### src/rtl/msd_pkg.sv
// Shared constants, record layout and bank control types for the task dispatcher.
package msd_pkg;

    localparam int TYPE_W = 10;
    localparam int DUR_W  = 16;
    localparam int TN_W   = 24;
    localparam int TIME_W = 32;
    localparam int SIDX_OUT_W = 4;
    localparam int CFG_W  = 5;

    localparam logic [1:0] KIND_LOAD  = 2'd0;
    localparam logic [1:0] KIND_TASK  = 2'd1;
    localparam logic [1:0] KIND_DRAIN = 2'd2;

    localparam logic REC_DONE  = 1'b0;
    localparam logic REC_COUNT = 1'b1;

    localparam logic [CFG_W-1:0] SERVERS_RESET = 5'd16;

    typedef struct packed {
        logic                  record_kind;
        logic [TN_W-1:0]       task_number;
        logic [TIME_W-1:0]     finish_time;
        logic [SIDX_OUT_W-1:0] server_index;
        logic [TN_W-1:0]       server_tasks;
        logic                  last;
    } t_record;

    typedef struct packed {
        logic scan_clear;
        logic scan_step;
        logic retire;
        logic place;
    } t_bank_ctl;

    typedef struct packed {
        logic best_valid;
        logic free_found;
        logic scan_last;
    } t_bank_sts;

endpackage

### src/rtl/msd_server_bank.sv
// Server state bank with the shared minimum-finish scan unit and free-slot encoder.
module msd_server_bank #(
    parameter int SERVERS = 16,
    parameter int SIDX_W  = (SERVERS > 1) ? $clog2(SERVERS) : 1,
    parameter int CNT_W   = $clog2(SERVERS + 1)
) (
    input  logic                        i_clk,
    input  logic                        i_rst_n,
    input  msd_pkg::t_bank_ctl          i_ctl,
    input  logic [CNT_W-1:0]            i_limit,
    input  logic [msd_pkg::TN_W-1:0]    i_place_task,
    input  logic [msd_pkg::TIME_W-1:0]  i_place_finish,
    output msd_pkg::t_bank_sts          o_sts,
    output logic [CNT_W-1:0]            o_busy_cnt,
    output logic [SIDX_W-1:0]           o_best_idx,
    output logic [msd_pkg::TIME_W-1:0]  o_best_fin,
    output logic [msd_pkg::TN_W-1:0]    o_best_task,
    output logic [SIDX_W-1:0]           o_scan_idx,
    output logic [msd_pkg::TN_W-1:0]    o_scan_count
);

    logic [SERVERS-1:0]          r_busy;
    logic [msd_pkg::TIME_W-1:0]  r_fin  [SERVERS];
    logic [msd_pkg::TN_W-1:0]    r_task [SERVERS];
    logic [msd_pkg::TN_W-1:0]    r_cnt  [SERVERS];
    logic [SIDX_W-1:0]           r_idx;
    logic                        r_best_v;
    logic [SIDX_W-1:0]           r_best_idx;
    logic [msd_pkg::TIME_W-1:0]  r_best_fin;
    logic [msd_pkg::TN_W-1:0]    r_best_task;

    logic              w_scan_last;
    logic              w_better;
    logic              w_free_found;
    logic [SIDX_W-1:0] w_free_idx;
    logic [CNT_W-1:0]  w_busy_cnt;

    assign w_scan_last = (r_idx == SIDX_W'(SERVERS - 1));

    // Ties on finish time go to the lower task number.
    assign w_better = r_busy[r_idx] &&
                      (!r_best_v || (r_fin[r_idx] < r_best_fin) ||
                       ((r_fin[r_idx] == r_best_fin) && (r_task[r_idx] < r_best_task)));

    always_comb begin
        w_free_found = 1'b0;
        w_free_idx   = '0;
        w_busy_cnt   = '0;
        for (int i = SERVERS - 1; i >= 0; i--) begin
            if ((CNT_W'(i) < i_limit) && !r_busy[i]) begin
                w_free_found = 1'b1;
                w_free_idx   = SIDX_W'(i);
            end
        end
        for (int i = 0; i < SERVERS; i++) begin
            w_busy_cnt = w_busy_cnt + CNT_W'(r_busy[i]);
        end
    end

    always_ff @(posedge i_clk) begin
        if (!i_rst_n) begin
            r_busy   <= '0;
            r_idx    <= '0;
            r_best_v <= 1'b0;
            for (int i = 0; i < SERVERS; i++) begin
                r_cnt[i] <= '0;
            end
        end else begin
            if (i_ctl.scan_clear) begin
                r_idx    <= '0;
                r_best_v <= 1'b0;
            end else if (i_ctl.scan_step) begin
                if (w_better) begin
                    r_best_v <= 1'b1;
                end
                r_idx <= w_scan_last ? '0 : r_idx + SIDX_W'(1);
            end
            if (i_ctl.retire) begin
                r_busy[r_best_idx] <= 1'b0;
            end
            if (i_ctl.place) begin
                r_busy[w_free_idx] <= 1'b1;
                if (r_cnt[w_free_idx] != '1) begin
                    r_cnt[w_free_idx] <= r_cnt[w_free_idx] + msd_pkg::TN_W'(1);
                end
            end
        end
    end

    always_ff @(posedge i_clk) begin
        if (!i_ctl.scan_clear && i_ctl.scan_step && w_better) begin
            r_best_idx  <= r_idx;
            r_best_fin  <= r_fin[r_idx];
            r_best_task <= r_task[r_idx];
        end
        if (i_ctl.place) begin
            r_fin[w_free_idx]  <= i_place_finish;
            r_task[w_free_idx] <= i_place_task;
        end
    end

    assign o_sts.best_valid = r_best_v;
    assign o_sts.free_found = w_free_found;
    assign o_sts.scan_last  = w_scan_last;
    assign o_busy_cnt   = w_busy_cnt;
    assign o_best_idx   = r_best_idx;
    assign o_best_fin   = r_best_fin;
    assign o_best_task  = r_best_task;
    assign o_scan_idx   = r_idx;
    assign o_scan_count = r_cnt[r_idx];

endmodule

### config.mk
export PLATFORM = sky130hd
export DESIGN_NAME = msd_server_bank
export DESIGN_NICKNAME = d
export VERILOG_FILES = /design/src/rtl/msd_pkg.sv /design/src/rtl/msd_server_bank.sv
export SDC_FILE = /design/constraint.sdc
export NUM_CORES = 2
export LEC_CHECK = 0
export BUFFER_PORTS_ARGS = -buffer_cell sky130_fd_sc_hd__buf_2
export CAP_MARGIN = 20
export CORE_ASPECT_RATIO = 0.5
export CORE_MARGIN = 2
export CORE_UTILIZATION = 30
export CTS_BUF_LIST = sky130_fd_sc_hd__clkbuf_4
export CTS_CLUSTER_SIZE = 25
export DETAILED_ROUTE_END_ITERATION = 7
export MAX_ROUTING_LAYER = met4
export PLACE_DENSITY = 0.45
export SLEW_MARGIN = 20
export SYNTH_ARGS = -nofsm -noshare
export SYNTH_HDL_FRONTEND = slang
export SYNTH_SLANG_ARGS = --single-unit
### constraint.sdc
create_clock -name i_clk -period 8.5 [get_ports i_clk]
set_input_delay 1.275 -clock i_clk [delete_from_list [all_inputs] [get_ports i_clk]]
set_output_delay 1.275 -clock i_clk [all_outputs]
set_load 0.05 [all_outputs]
* Word-level counts from Yosys, hierarchy flattened
Memory sizes are Yosys's and may differ from the RTL's. A register that Yosys moved wholly into a read port is not among the register bits.
Cells that the tools add are included.
** Word-level totals
- Flip-flop bits (word level) :: 81
- RAM bits :: 1280
- Input bits :: 67
- Output and inout port bits :: 96
- Word-level logic and storage cells :: 159
- Memories :: 3
** Operators by class
- $add $sub $neg :: 17
- $lt $le $gt $ge :: 23
- Eq/ne operators :: 3
- Multiplexer cells :: 58
- Bitwise gates (word level) :: 4
- Reductions and logical operators :: 45
** Memories
- r_fin :: words 16, width 32, rd ports 1, clocked after memory_dff 1, wr ports 1, line msd_server_bank.sv:23 : logic [msd_pkg::TIME_W-1:0] r_fin [SERVERS];
- r_cnt :: words 16, width 24, rd ports 2, clocked after memory_dff 1, wr ports 16, line msd_server_bank.sv:25 : logic [msd_pkg::TN_W-1:0] r_cnt [SERVERS];
- r_task :: words 16, width 24, rd ports 1, clocked after memory_dff 1, wr ports 1, line msd_server_bank.sv:24 : logic [msd_pkg::TN_W-1:0] r_task [SERVERS];
** Operators by type and width (count)
- $mux 4 :: 24
- $add 5x1->5 :: 11
- $mux 16 :: 3
- $lt 4x5->1 const A :: 8
- $eq 32x32->1 :: 1
- $lt 32x32->1 :: 1
- $mux 1 :: 27
- $add 24x1->24 const B :: 1
- $lt 24x24->1 :: 1
- $mux 24 :: 1
- $ne 24x24->1 const B :: 1
- $reduce_or 24->1 :: 1
- $logic_and 1x1->1 :: 22
- $lt 3x5->1 const A :: 4
- $logic_not 1->1 :: 18
- $and 16x16->16 :: 1
- $not 16->16 :: 1
- $or 16x16->16 :: 1
- $lt 4x5->1 const B :: 3
- $lt 1x5->1 const A :: 2
- $lt 2x5->1 const A :: 2
- $demux 1 s4 :: 2
- $ge 4x1->1 const B :: 2
- $add 4x1->5 :: 1
- other kinds (10) :: 11

* Logic depth before layout (Yosys ltp)
An unclocked memory read counts as a cell.
- Depth after elaboration :: 26
- Gate-level depth with buffers :: 28
- Gate-level depth less buffers :: 16

* Worst setup path after synthesis
No wires, ideal clock.
- Path kind :: input to register
- Start :: in i_limit[0]
- End :: mem r_cnt[10][0] (netlist bit) (enable)
- Library setup time :: 0.425 ns
- Data arrival time :: 6.524 ns
- Data required time :: 8.075 ns
- Setup slack :: 1.551 ns
- Stages :: 28
- Buffers on the path :: 12
- Path through :: buf_2 nor2b_1 or4_1 o211a_1 buf_6 o22ai_2 buf_6 buf_12 buf_12 buf_8 buf_6 buf_6 nand2_1 a32oi_1 nand3_1 a21oi_4 clkbuf_1 ha_1 inv_1 nor4bb_1 nand4b_1 nand4b_4 nand4b_1 buf_2 buf_8 o21ai_4 buf_4 nand2_1
** RTL lines
- start, declared :: line msd_server_bank.sv:10 : input logic [CNT_W-1:0] i_limit,
- end, declared :: line msd_server_bank.sv:25

==> impl_metrics.sql <==
INSERT INTO impl_metrics (metric_group, metric, value, unit) VALUES
('cts', 'root_buffer', 'sky130_fd_sc_hd__clkbuf_4', ''),
('sta', 'timing_worst_slew_pin_value', '1.10', 'ns'),
('sta', 'whs', '0.470', 'ns'),
('sta', 'report.final.setup_viol', '0', ''),
('critical_path', 'critical-path-slowest-cell', 'sky130_fd_sc_hd__o22ai_4', ''),
('die', 'initial_core_util', '0.302', ''),
('yosys', 'asyncSetResetFlopFracSynth', '0', ''),
('global_routing', 'gr-total-overflow', '0', ''),
('routing', 'via_count', '35518', ''),
('cts', 'cts.sinks', '1365', ''),
('global_routing', 'grt_antenna_before_repair', '25', ''),
('yosys', 'ys_dominant_reg_cell', 'sky130_fd_sc_hd__edfxtp_1', ''),
('critical_path', 'critPathKind', 'reg2reg', ''),
('cts', 'cts_hold_buffers', '0', ''),
('critical_path', 'cp_cell_sequence', 'nor2b_1 > or4_1 > o211a_1 > o22ai_4 > buf_4 > buf_4 > mux2_2 > o32a_1 > o211ai_1 > nor3_1 > nand2_1 > or3_1 > buf_4 > o21ai_4 > nand2_1 > buf_4', ''),
('critical_path', 'critical_path_arrival', '7.36', 'ns'),
('critical_path', 'critPathLaunchType', 'flip-flop', ''),
('sta', 'fin_skew', '0.132', 'ns'),
('routing', 'detail_route.first_pass.iterations', '5', ''),
('cts', 'clk_latency', '1.20', 'ns'),
('die', 'floorplan.core_area', '197000', 'µm²'),
('placement', 'dp_cells', '6154', ''),
('cells_and_area', 'area_used_by_multi_input_combinational_logic', '17600', 'µm²'),
('power_and_ir_drop', 'netSwitchingFraction', '0.252', ''),
('sta', 'max_slew_margin', '0.264', ''),
('yosys', 'ys_seq_elements', '1365', ''),
('cts', 'count_of_buffers_added_by_post_cts_timing_repair_for_setup', '0', ''),
('power_and_ir_drop', 'worst_ir_drop_vdd', '0.0000756', 'V'),
('cts', 'clk_transition_reported_paths', '0.08', 'ns'),
('cts', 'numCtsBuffers', '340', ''),
('critical_path', 'worst_path_largest_cell_delay', '0.92', 'ns'),
('cells_and_area', 'drive_gt1_frac', '0.333', ''),
('die', 'chipWidth', '634', 'µm'),
('cells_and_area', 'register_area', '40800', 'µm²'),
('critical_path', 'cp_common_cell', 'sky130_fd_sc_hd__buf_4', ''),
('cells_and_area', 'most_frequent_cells_in_the_layout', '1340 x sky130_fd_sc_hd__edfxtp_1, 496 x sky130_fd_sc_hd__clkbuf_4, 443 x sky130_fd_sc_hd__nor2_1', ''),
('global_routing', 'gr-usage-all-layers', '0.198', ''),
('sta', 'timing.fmax', '0.150', 'GHz'),
('cts', 'cts_repair_resize_count', '0', ''),
('yosys', 'mappedNetlistArea', '59600', 'µm²'),
('sta', 'setup_ws', '1.84', 'ns'),
('power_and_ir_drop', 'power.switching', '0.00362', 'W'),
('power_and_ir_drop', 'power_frac_seq', '0.530', ''),
('critical_path', 'cp-end-kind', 'flip-flop', ''),
('power_and_ir_drop', 'power.leakage', '22.3', 'nW'),
('yosys', 'synth_edf_count', '1340', ''),
('yosys', 'synth_seq_area_share', '0.684', ''),
('cells_and_area', 'post_layout_nonfiller_instances', '6734', ''),
('placement', 'portBuffers', '162', ''),
('cells_and_area', 'finish.utilization', '0.348', ''),
('die', 'chipHeight', '319', 'µm'),
('critical_path', 'worst_path_top_cell_family_by_delay', 'compound AO/OA/AOI/OAI gates', ''),
('routing', 'detailedRoute.firstIterationViolations', '3702', ''),
('worst_hold_path', 'worstHoldPathType', 'in2reg', ''),
('sta', 'rsz0062_at_grt', 'false', ''),
('die', 'design.die.area', '202000', 'µm²'),
('sta', 'post-route-min-period', '6.66', 'ns'),
('yosys', 'ys_warn_count', '0', ''),
('job', 'max_cap_viol_count', '0', ''),
('sta', 'final_clock_period_utilization_by_the_worst_path', '0.783', ''),
('placement', 'hpwlAfterDp', '116000', 'µm'),
('cells_and_area', 'layout.cells.most_common', 'sky130_fd_sc_hd__edfxtp_1', ''),
('sta', 'final-hold-violation-count', '0', ''),
('global_routing', 'grt_pass1_wl', '277000', 'µm'),
('power_and_ir_drop', 'clock_power_share', '0.389', ''),
('yosys', 'avgSynthCellArea', '17.5', 'µm²'),
('outcome', 'status', 'finished, final reports clean', ''),
('die', 'core.rowCount', '115', ''),
('power_and_ir_drop', 'p_int', '0.0107', 'W'),
('routing', 'wire_per_inst', '29.0', 'µm'),
('global_routing', 'first_global_vias', '37051', '');
==> registers in the layout, summed over array words and instances, names as in the netlist, named ones only <==
name and cells:
o_scan_idx 4, o_best_fin 32, r_fin 512, r_best_v 1, o_best_task 24, r_task 384, o_best_idx 4, r_cnt 384
r_busy 16
==> cells in the mapped netlist, drive strengths merged, types with 7 or more instances <==
cell type  count  area share
edfxtp      1340        0.68
a21o          22      0.0028
a221oi        25      0.0037
o21ai         49      0.0064
nor2b         13      0.0014
o211ai        12      0.0016
inv           93      0.0059
a221o         10      0.0017
a211oi        13      0.0016
xnor2         14      0.0021
dfxtp         25      0.0084
mux2           9      0.0017
mux2i         70       0.012
o22ai         16      0.0020
a31oi         13      0.0014
nand3         51      0.0045
nand2        162       0.010
nor3          19      0.0016
nor4          16      0.0024
ha            62       0.013
and3          11      0.0012
nand4         23      0.0024
and2           7     0.00074
o221ai        10      0.0016
xor2          10      0.0015
clkbuf       111      0.0070
a32oi          9      0.0013
mux4         408        0.15
nand2b        11      0.0012
a21oi         67      0.0061
o21a          26      0.0033
buf          116       0.013
o2111ai        8      0.0013
nor2         460       0.029
a311oi         9      0.0013
fa            10      0.0034
==> cells by family (layout without fill, tap and decap cells) <==
| kind of cell | Yosys count | count (layout) | synth area share |
|---|---|---|---|
| flip-flops | 1365 | 1365 | 0.684 |
| AO/OA/AOI/OAI | 338 | 338 | 0.0440 |
| adder cells (fa/ha/maj) | 72 | 72 | 0.0164 |
| other | 0 | 5 | 0 |
| XOR/XNOR | 24 | 24 | 0.00353 |
| AND/OR/NAND/NOR | 806 | 806 | 0.0591 |
| buffers and inverters | 320 | 1005 | 0.0255 |
| multiplexers | 487 | 487 | 0.168 |
==> worst paths after layout <==
check | endpoint | slack [ns] | cells after the start | from
worst max register to register | r_cnt[12][15] | 1.84 | 16 | r_busy[12]
worst max-delay path | r_cnt[12][15] | 1.84 | 16 | r_busy[12]
worst min register to register | o_best_idx[3] | 0.58 | 0 | o_scan_idx[3]
worst min-delay path | r_task[7][1] | 0.47 | 1 | i_place_task[1]
==> metal layers <==
metal	share of wire	global-route usage
met3	0.058	0.0325
met2	0.49	0.321
met4	0.026	0.0557
met1	0.43	0.256
met5	0	-
==> layout make-up <==
type | count | share of cell area
sequential | 1365 | 0.594
multi-input combinational | 1727 | 0.256
clock buffer | 496 | 0.0543
tap | 2632 | 0.0480
timing repair buffer | 338 | 0.0352
clock inverter | 78 | 0.00711
inverter | 93 | 0.00509
antenna | 5 | 0.000182
==> power groups by stage <==
stage	combinational, W	clock (W)	sequential, W
2_1_floorplan	0.000681	0	0.00774
3_3_place_gp	0.00117	0	0.00775
3_5_place_dp	0.00118	0	0.00775
4_1_cts	0.00118	0.00576	0.00760
5_1_grt	0.00125	0.00610	0.00761
6_report	0.00117	0.00558	0.00760
==> stage by stage <==
stage,total power (W),cell area (µm²)
3_5_place_dp,0.00893,64400
3_3_place_gp,0.00892,64400
5_1_grt,0.0150,68600
2_1_floorplan,0.00842,59600
4_1_cts,0.0145,68600
6_report,0.0144,68600
==> worst reg2reg max path, delay by kind of cell (launching register included) <==
| family | cells | cell delay, ns |
|---|---|---|
| compound gates | 5 | 1.91 |
| buf+inv | 4 | 1.71 |
| mux | 1 | 0.32 |
| simple gates | 6 | 1.67 |
| flops | 1 | 0.57 |
Note: power is estimated with default switching activity, not from simulation.
